<file path="config.mk">
export PLATFORM = sky130hd
export DESIGN_NAME = lrgd_ctrl
export DESIGN_NICKNAME = d
export VERILOG_FILES = /design/src/lrgd_pkg.sv /design/src/lrgd_ctrl.sv
export SDC_FILE = /design/constraint.sdc
export NUM_CORES = 1
export LEC_CHECK = 0
export BUFFER_PORTS_ARGS = -buffer_cell sky130_fd_sc_hd__buf_2
export CAP_MARGIN = 20
export CORE_ASPECT_RATIO = 0.9
export CORE_MARGIN = 2
export CORE_UTILIZATION = 57
export DETAILED_ROUTE_END_ITERATION = 10
export PLACE_DENSITY = 0.85
export SYNTH_ARGS = -nofsm -noshare
export SYNTH_HDL_FRONTEND = slang
export SYNTH_SLANG_ARGS = --single-unit
export TNS_END_PERCENT = 1
</file>
<file path="constraint.sdc">
create_clock -name i_clk -period 3.2 [get_ports i_clk]
set_clock_uncertainty 0.2 [all_clocks]
set_input_delay 0.16 -clock i_clk [delete_from_list [all_inputs] [get_ports i_clk]]
set_output_delay 0.16 -clock i_clk [all_outputs]
set_load 0.02 [all_outputs]
</file>
<file path="src/lrgd_pkg.sv">
// shared types, constants and helpers of the linear regression trainer
package lrgd_pkg;

    localparam int LRGD_MAX_SAMPLES = 64;
    localparam int DATA_WIDTH       = 32;
    localparam int MAX_FEATURES     = 4;
    localparam int FRAC_BITS        = 16;
    localparam int LR_BITS          = 24;
    localparam int EPOCH_W          = 16;
    localparam int FEAT_CFG_W       = 3;
    localparam int CFG_IDX_W        = 2;
    localparam int CFG_DATA_W       = 24;
    localparam int COL_W            = $clog2(MAX_FEATURES);
    localparam int J_W              = $clog2(MAX_FEATURES + 2);
    localparam int PROD_W           = 2 * DATA_WIDTH;
    localparam int PSH_W            = PROD_W - FRAC_BITS;
    localparam int ACC_W            = PSH_W + 3;
    localparam int STEP_W           = PROD_W - LR_BITS;

    localparam logic [CFG_IDX_W-1:0] CFG_LEARNING_RATE = 2'd0;
    localparam logic [CFG_IDX_W-1:0] CFG_EPOCH_COUNT   = 2'd1;
    localparam logic [CFG_IDX_W-1:0] CFG_FEATURES      = 2'd2;

    localparam logic OPC_SAMPLE  = 1'b0;
    localparam logic OPC_WEIGHTS = 1'b1;

    localparam logic [CFG_DATA_W-1:0] LR_RESET     = 24'd16777;
    localparam logic [EPOCH_W-1:0]    EPOCH_RESET  = 16'd10000;
    localparam logic [FEAT_CFG_W-1:0] FEAT_RESET   = 3'd2;

    typedef logic signed [DATA_WIDTH-1:0] t_data;

    typedef enum logic [1:0] {
        KIND_WEIGHT = 2'd0,
        KIND_BIAS   = 2'd1,
        KIND_MSE    = 2'd2
    } t_kind;

    typedef enum logic [3:0] {
        OP_NOP,
        OP_CLR,
        OP_READ,
        OP_PMUL,
        OP_PACC,
        OP_ERR_TRAIN,
        OP_ERR_MSE,
        OP_GMUL,
        OP_GACC,
        OP_EMUL,
        OP_EACC,
        OP_DSTART_G,
        OP_DSTART_MSE,
        OP_SMUL,
        OP_SUPD
    } t_op;

    typedef struct packed {
        t_op              op;
        logic [COL_W-1:0] col;
        logic             bias;
        t_kind            kind;
        logic             wr_sample;
        logic             set_wts;
    } t_cmd;

    typedef struct packed {
        t_data                                  label;
        logic [MAX_FEATURES-1:0][DATA_WIDTH-1:0] feat;
    } t_row;

    localparam logic signed [63:0] SAT_HI = (64'sd1 <<< (DATA_WIDTH - 1)) - 64'sd1;
    localparam logic signed [63:0] SAT_LO = -SAT_HI - 64'sd1;

    // clamp to the signed data range
    function automatic t_data sat_dw(input logic signed [63:0] v);
        t_data r;
        if (v > SAT_HI) begin
            r = t_data'(SAT_HI);
        end else if (v < SAT_LO) begin
            r = t_data'(SAT_LO);
        end else begin
            r = t_data'(v);
        end
        return r;
    endfunction

endpackage

</file>
<file path="src/lrgd_ctrl.sv">
// sequencer for loading, training epochs, final error pass and result output
module lrgd_ctrl #(
    parameter int MAX_SAMPLES = lrgd_pkg::LRGD_MAX_SAMPLES
) (
    input  logic                                       i_clk,
    input  logic                                       i_rst_n,
    input  logic                                       i_in_valid,
    input  logic                                       i_opcode,
    input  logic                                       i_last_sample,
    output logic                                       o_in_ready,
    input  logic [lrgd_pkg::EPOCH_W-1:0]               i_epochs,
    input  logic [lrgd_pkg::FEAT_CFG_W-1:0]            i_features,
    input  logic                                       i_div_busy,
    output lrgd_pkg::t_cmd                             o_cmd,
    output logic [((MAX_SAMPLES > 1) ? $clog2(MAX_SAMPLES) : 1)-1:0] o_addr,
    output logic [$clog2(MAX_SAMPLES + 1)-1:0]         o_count,
    output logic                                       o_out_valid,
    input  logic                                       i_out_ready,
    output logic [1:0]                                 o_result_kind,
    output logic [1:0]                                 o_weight_index,
    output logic                                       o_last_result
);
    import lrgd_pkg::*;

    localparam int CNT_W = $clog2(MAX_SAMPLES + 1);
    localparam int A_W   = (MAX_SAMPLES > 1) ? $clog2(MAX_SAMPLES) : 1;

    typedef enum logic [14:0] {
        S_IDLE   = 15'h0001,
        S_EPOCH  = 15'h0002,
        S_READ   = 15'h0004,
        S_PMUL   = 15'h0008,
        S_PACC   = 15'h0010,
        S_ERR    = 15'h0020,
        S_GMUL   = 15'h0040,
        S_GACC   = 15'h0080,
        S_EMUL   = 15'h0100,
        S_EACC   = 15'h0200,
        S_DSTART = 15'h0400,
        S_DWAIT  = 15'h0800,
        S_SMUL   = 15'h1000,
        S_SUPD   = 15'h2000,
        S_EMIT   = 15'h4000
    } t_state;

    t_state             r_state, n_state;
    logic [CNT_W-1:0]   r_count, n_count;
    logic [CNT_W-1:0]   r_idx, n_idx;
    logic [J_W-1:0]     r_j, n_j;
    logic [EPOCH_W-1:0] r_epoch, n_epoch;
    logic               r_mse, n_mse;

    logic [J_W-1:0]     k;
    logic               last_col;
    logic               last_idx;
    t_kind              kind;

    always_comb begin
        if (i_features == '0) begin
            k = J_W'(1);
        end else if (i_features > FEAT_CFG_W'(MAX_FEATURES)) begin
            k = J_W'(MAX_FEATURES);
        end else begin
            k = J_W'(i_features);
        end
    end

    assign last_col = (r_j == k - J_W'(1));
    assign last_idx = ((r_idx + CNT_W'(1)) == r_count);

    always_comb begin
        if (r_j < k) begin
            kind = KIND_WEIGHT;
        end else if (r_j == k) begin
            kind = KIND_BIAS;
        end else begin
            kind = KIND_MSE;
        end
    end

    always_comb begin
        n_state = r_state;
        n_count = r_count;
        n_idx   = r_idx;
        n_j     = r_j;
        n_epoch = r_epoch;
        n_mse   = r_mse;

        o_cmd           = '0;
        o_cmd.op        = OP_NOP;
        o_cmd.col       = r_j[COL_W-1:0];
        o_cmd.bias      = (r_j == k);
        o_cmd.kind      = kind;

        unique case (r_state)
            S_IDLE: begin
                if (i_in_valid) begin
                    if (i_opcode == OPC_WEIGHTS) begin
                        o_cmd.set_wts = 1'b1;
                    end else begin
                        if (r_count < CNT_W'(MAX_SAMPLES)) begin
                            o_cmd.wr_sample = 1'b1;
                            n_count         = r_count + CNT_W'(1);
                        end
                        if (i_last_sample) begin
                            n_j     = '0;
                            n_epoch = '0;
                            n_state = S_EPOCH;
                        end
                    end
                end
            end
            S_EPOCH: begin
                o_cmd.op = OP_CLR;
                n_idx    = '0;
                n_j      = '0;
                n_mse    = (r_epoch == i_epochs);
                n_state  = S_READ;
            end
            S_READ: begin
                o_cmd.op = OP_READ;
                n_j      = '0;
                n_state  = S_PMUL;
            end
            S_PMUL: begin
                o_cmd.op = OP_PMUL;
                n_state  = S_PACC;
            end
            S_PACC: begin
                o_cmd.op = OP_PACC;
                if (last_col) begin
                    n_j     = '0;
                    n_state = S_ERR;
                end else begin
                    n_j     = r_j + J_W'(1);
                    n_state = S_PMUL;
                end
            end
            S_ERR: begin
                o_cmd.op = r_mse ? OP_ERR_MSE : OP_ERR_TRAIN;
                n_state  = r_mse ? S_EMUL : S_GMUL;
            end
            S_GMUL: begin
                o_cmd.op = OP_GMUL;
                n_state  = S_GACC;
            end
            S_GACC: begin
                o_cmd.op = OP_GACC;
                if (!last_col) begin
                    n_j     = r_j + J_W'(1);
                    n_state = S_GMUL;
                end else if (last_idx) begin
                    n_j     = '0;
                    n_state = S_DSTART;
                end else begin
                    n_idx   = r_idx + CNT_W'(1);
                    n_state = S_READ;
                end
            end
            S_EMUL: begin
                o_cmd.op = OP_EMUL;
                n_state  = S_EACC;
            end
            S_EACC: begin
                o_cmd.op = OP_EACC;
                if (last_idx) begin
                    n_j     = '0;
                    n_state = S_DSTART;
                end else begin
                    n_idx   = r_idx + CNT_W'(1);
                    n_state = S_READ;
                end
            end
            S_DSTART: begin
                o_cmd.op = r_mse ? OP_DSTART_MSE : OP_DSTART_G;
                n_state  = S_DWAIT;
            end
            S_DWAIT: begin
                if (!i_div_busy) begin
                    if (r_mse) begin
                        n_j     = '0;
                        n_state = S_EMIT;
                    end else begin
                        n_state = S_SMUL;
                    end
                end
            end
            S_SMUL: begin
                o_cmd.op = OP_SMUL;
                n_state  = S_SUPD;
            end
            S_SUPD: begin
                o_cmd.op = OP_SUPD;
                if (r_j == k) begin
                    n_epoch = r_epoch + EPOCH_W'(1);
                    n_state = S_EPOCH;
                end else begin
                    n_j     = r_j + J_W'(1);
                    n_state = S_DSTART;
                end
            end
            S_EMIT: begin
                if (i_out_ready) begin
                    if (kind == KIND_MSE) begin
                        n_count = '0;
                        n_epoch = '0;
                        n_j     = '0;
                        n_state = S_IDLE;
                    end else begin
                        n_j = r_j + J_W'(1);
                    end
                end
            end
            default: n_state = S_IDLE;
        endcase
    end

    always_ff @(posedge i_clk) begin
        if (!i_rst_n) begin
            r_state <= S_IDLE;
            r_count <= '0;
            r_idx   <= '0;
            r_j     <= '0;
            r_epoch <= '0;
            r_mse   <= 1'b0;
        end else begin
            r_state <= n_state;
            r_count <= n_count;
            r_idx   <= n_idx;
            r_j     <= n_j;
            r_epoch <= n_epoch;
            r_mse   <= n_mse;
        end
    end

    assign o_in_ready     = (r_state == S_IDLE);
    assign o_out_valid    = (r_state == S_EMIT);
    assign o_addr         = (r_state == S_IDLE) ? r_count[A_W-1:0] : r_idx[A_W-1:0];
    assign o_count        = r_count;
    assign o_result_kind  = kind;
    assign o_weight_index = (kind == KIND_WEIGHT) ? 2'(r_j[COL_W-1:0]) : 2'd0;
    assign o_last_result  = (kind == KIND_MSE);

endmodule
</file>
==> qor.log <==
qor: critical_path.critPathMaxStageDelay 0.68 ns
qor: global_route.gr-usage-all-layers 0.274
qor: critical_path.worst-endpoint-arrival 2.62 ns
qor: pwr.internal_power 0.00103 W
qor: global_route.groute.layer.met2.usage 0.438
qor: clocking.cts_tree done
qor: yosys.synth_area_in_compound_gates 0.183
qor: yosys.dominant_combinational_cell_family_by_area_after_synthesis simple AND/OR/NAND/NOR gates
qor: critical_path.r2r_setup_slack 0.23 ns
qor: pwr.peak_supply_drop 270 uV
qor: yosys.yosys.area_share.simple 0.325
qor: timing.timing.final.hold_violations 0
qor: die.die_w 86.9 um
qor: global_route.grt_first_pass_wirelength 15100 um
qor: pwr.power_per_cell_area 408 nW/um2
qor: placement.dp_hpwl 6800 um
qor: detailed_routing.via_per_inst 6.37
qor: clocking.clock_path_buffers 2
qor: yosys.postSynthNetCount 479
qor: pwr.power.combinational.fraction 0.336
qor: final_layout.final_core_util 0.650
qor: pwr.clock_power_share 0.252
qor: timing.fin_crit 2.98 ns
qor: die.initial_utilization 0.583
qor: clocking.cts_htree_levels 2
qor: yosys.post_synth_most_frequent_cells dfxtp_1 (49), nor2_1 (41), nand2_1 (26), xor2_1 (23), inv_1 (22)
qor: yosys.synth.area.top_cells dfxtp_1 (28%), xor2_1 (5.7%), nor2_1 (4.4%)
qor: global_route.grt_overflow 0
qor: clocking.clk_root_buffer_cell clkbuf_8
qor: status.status finished clean
qor: timing.setup_repair_after_global_routing_missed_its_margin false
qor: timing.worst_slack 0.223 ns
qor: yosys.synth_adder_area_share 0.0284
qor: critical_path.timing.critical_path.cells or4_1 > nor4_1 > nand2_1 > nand4_1 > buf_2
qor: die.placeableCoreArea 6050 um2
qor: critical_path.cp_launch_type flop
qor: placement.gpl.final_weighted_congestion 1.02
qor: yosys.syn-instance-count 445
qor: yosys.synth_top_cell_area_share 0.278
qor: global_route.antenna_found_initial 0
qor: critical_path.critical_path.endpoint_type output pin
qor: clocking.cts_setup_buffers 0
qor: detailed_routing.detail_route.wirelength 9180 um
qor: clocking.tritoncts_buffer_count 5
qor: global_route.first_global_vias 3194
qor: clocking.clk_latency 0.31 ns
qor: yosys.ys_ff_latch 49
qor: yosys.ys.warnings.count 0
qor: worst_hold_path.hold-path-cell-count 4
qor: pwr.seq_power_share 0.412
qor: yosys.synthDominantAreaCellType dfxtp_1
qor: die.die-height 78.6 um
qor: final_layout.drive_gt1_frac 0.200
qor: timing.max_clk_rate 0.336 GHz
qor: detailed_routing.route.vias.total 3575
qor: yosys.dominantRegCellSynth dfxtp_1
qor: final_layout.n_antenna_cell 0
qor: worst_hold_path.worst_hold_path_type primary input to flop
qor: die.pin_count 57
qor: critical_path.reg2reg_from r_j[0]
qor: pwr.netSwitchingFraction 0.362
qor: timing.min_period_over_period 0.930
qor: global_route.pin_count_of_the_biggest_net_entering_global_routing 24
qor: die.die-area 6830 um2
qor: detailed_routing.detail_route.drc_violations 0
qor: timing.slew_viol_final 0
qor: yosys.synth.yosys.seq_area_share 0.278
qor: worst_hold_path.timing.hold.worst_endpoint r_state[0]
qor: global_route.top_usage_layer met2
qor: placement.place_ws 0.0655 ns
qor: final_layout.fillCellCount 517
qor: clocking.cts.reportedPaths.clkPinSlew 0.09 ns
qor: pwr.net-switching-power 0.000580 W
qor: timing.transition_time_at_the_pin_with_the_least_slew_margin 0.868 ns
qor: detailed_routing.drt_pass1_iterations 6
qor: placement.io_buffer_count 56
qor: yosys.synth.distinct_cells 66
qor: final_layout.area_delta_synth_final 11.5%
qor: final_layout.layout.nets 522
qor: detailed_routing.detail-route-antenna-nets 0
qor: detailed_routing.avgRoutedWirePerCell 16.4 um
qor: clocking.clock-sinks 49
qor: timing.fin_setup_tns 0 ns
qor: critical_path.rr_endpoint r_epoch[7]
qor: critical_path.crit_type flop to output pin
qor: yosys.synthesis.area 3530 um2
qor: critical_path.critPathMaxFanout 8
qor: pwr.leakage 1.66 nW
qor: yosys.most_instantiated_library_cell_after_synthesis dfxtp_1
qor: global_route.global_route.usage.met3 0.0473
qor: yosys.yosys-mux-area-fraction 0.0181
qor: die.core.rowCount 27
qor: critical_path.critical_path_required 2.84 ns
qor: timing.finalSetupViolCount 0
qor: timing.slew_headroom 0.421
qor: yosys.synth_enable_flop_cells 0
qor: detailed_routing.drt-initial-drc-count 434
qor: placement.place.detailed.instances 551
qor: global_route.grtUsageMet1 0.380
qor: yosys.syn_avg_cell_area 7.92 um2
qor: job.cap_violations 0
qor: yosys.synthArstFlopShare 0
qor: yosys.post_synth_xor_area_fraction 0.0962
qor: critical_path.reg2regPathDepth 10
qor: worst_hold_path.hold_path_startpoint i_last_sample
qor: critical_path.critical_path.slowest_cell or4_1
qor: final_layout.final_cell_count_no_fill 561
[worst max path at each step]
stage                        startpoint     endpoint  slack [ns]  depth (start not counted)
after global placement    i_features[1]  r_epoch[11]        0.16                         10
final                        r_state[8]     o_cmd[8]        0.22                          5
after floorplan                  r_j[0]  r_epoch[12]        0.27                         10
after detailed placement         r_j[0]  r_epoch[11]        0.07                          9
after global routing           r_idx[0]       r_j[1]        0.01                          7
after CTS                        r_j[0]  r_epoch[11]        0.03                          9
[sequential cells by signal, summed over array words and instances (netlist names)]
name and flops:
r_j 3, r_state 15, o_count 7, r_idx 7, r_epoch 16, r_mse 1
[cells in the final DEF, fill, tap and decap left out, drive strengths merged, types with 8 or more instances in the layout]
cell type,count
a21oi,20
and3,14
buf,66
dfxtp,49
ha,8
inv,23
nand2,26
nand3,18
nand4,11
nor2,41
nor3,9
nor4,19
o21ai,18
or4,12
xnor2,13
xor2,23
[logic make-up (layout without fill, tap and decap cells)]
kind of cell    Yosys count  after routing
xor+xnor                 37             37
buf+inv                  54             98
mux                       6              6
flops                    49             49
simple gates            198            198
fa+ha+maj                 8              8
compound gates           93             93
[what timing repair did]
action / CTS / global route
hold buffers: 2 / 0
resized for setup: 0 / 2
hold endpoints to repair: 2 / 0
endpoints found under the setup margin: 0 / 13
[worst max-delay path, delay by kind of cell (launching register included)]
family / cells / cell delay, ns
AND/OR/NAND/NOR: 4 / 1.72
buffers and inverters: 1 / 0.18
flip-flops: 1 / 0.40
[cell type report]
class,instances,area (um2),area share
flip-flops and latches,49,981,0.249
repair buffers,68,375,0.0955
clock inverters,2,16.3,0.00414
clock buffers,6,82.6,0.0210
inverters,22,82.6,0.0210
multi-input cells,342,2300,0.586
well taps,72,90.1,0.0229
[per-stage QoR]
step           area, um2  hold WS (ns)  total power, W
2_1_floorplan       3530         0.116         0.00107
3_3_place_gp        3800         0.285         0.00118
3_5_place_dp        3800         0.278         0.00120
4_1_cts             3920         0.151         0.00160
5_1_grt             3930         0.184         0.00169
6_report            3930         0.161         0.00161
[power by group through the flow]
stage | clock [W] | sequential (W) | combinational [W]
floorplan | 0 | 0.000672 | 0.000402
global placement | 0 | 0.000674 | 0.000510
detailed placement | 0 | 0.000676 | 0.000524
CTS | 0.000409 | 0.000662 | 0.000529
global route | 0.000432 | 0.000666 | 0.000590
finish | 0.000405 | 0.000662 | 0.000539
[routing by layer]
layer | wire, um | share of wire
met5 | 0 | 0
met4 | 165 | 0.018
met3 | 750 | 0.082
met2 | 4260 | 0.46
met1 | 4000 | 0.44
Note: power is estimated with default switching activity, not from simulation.
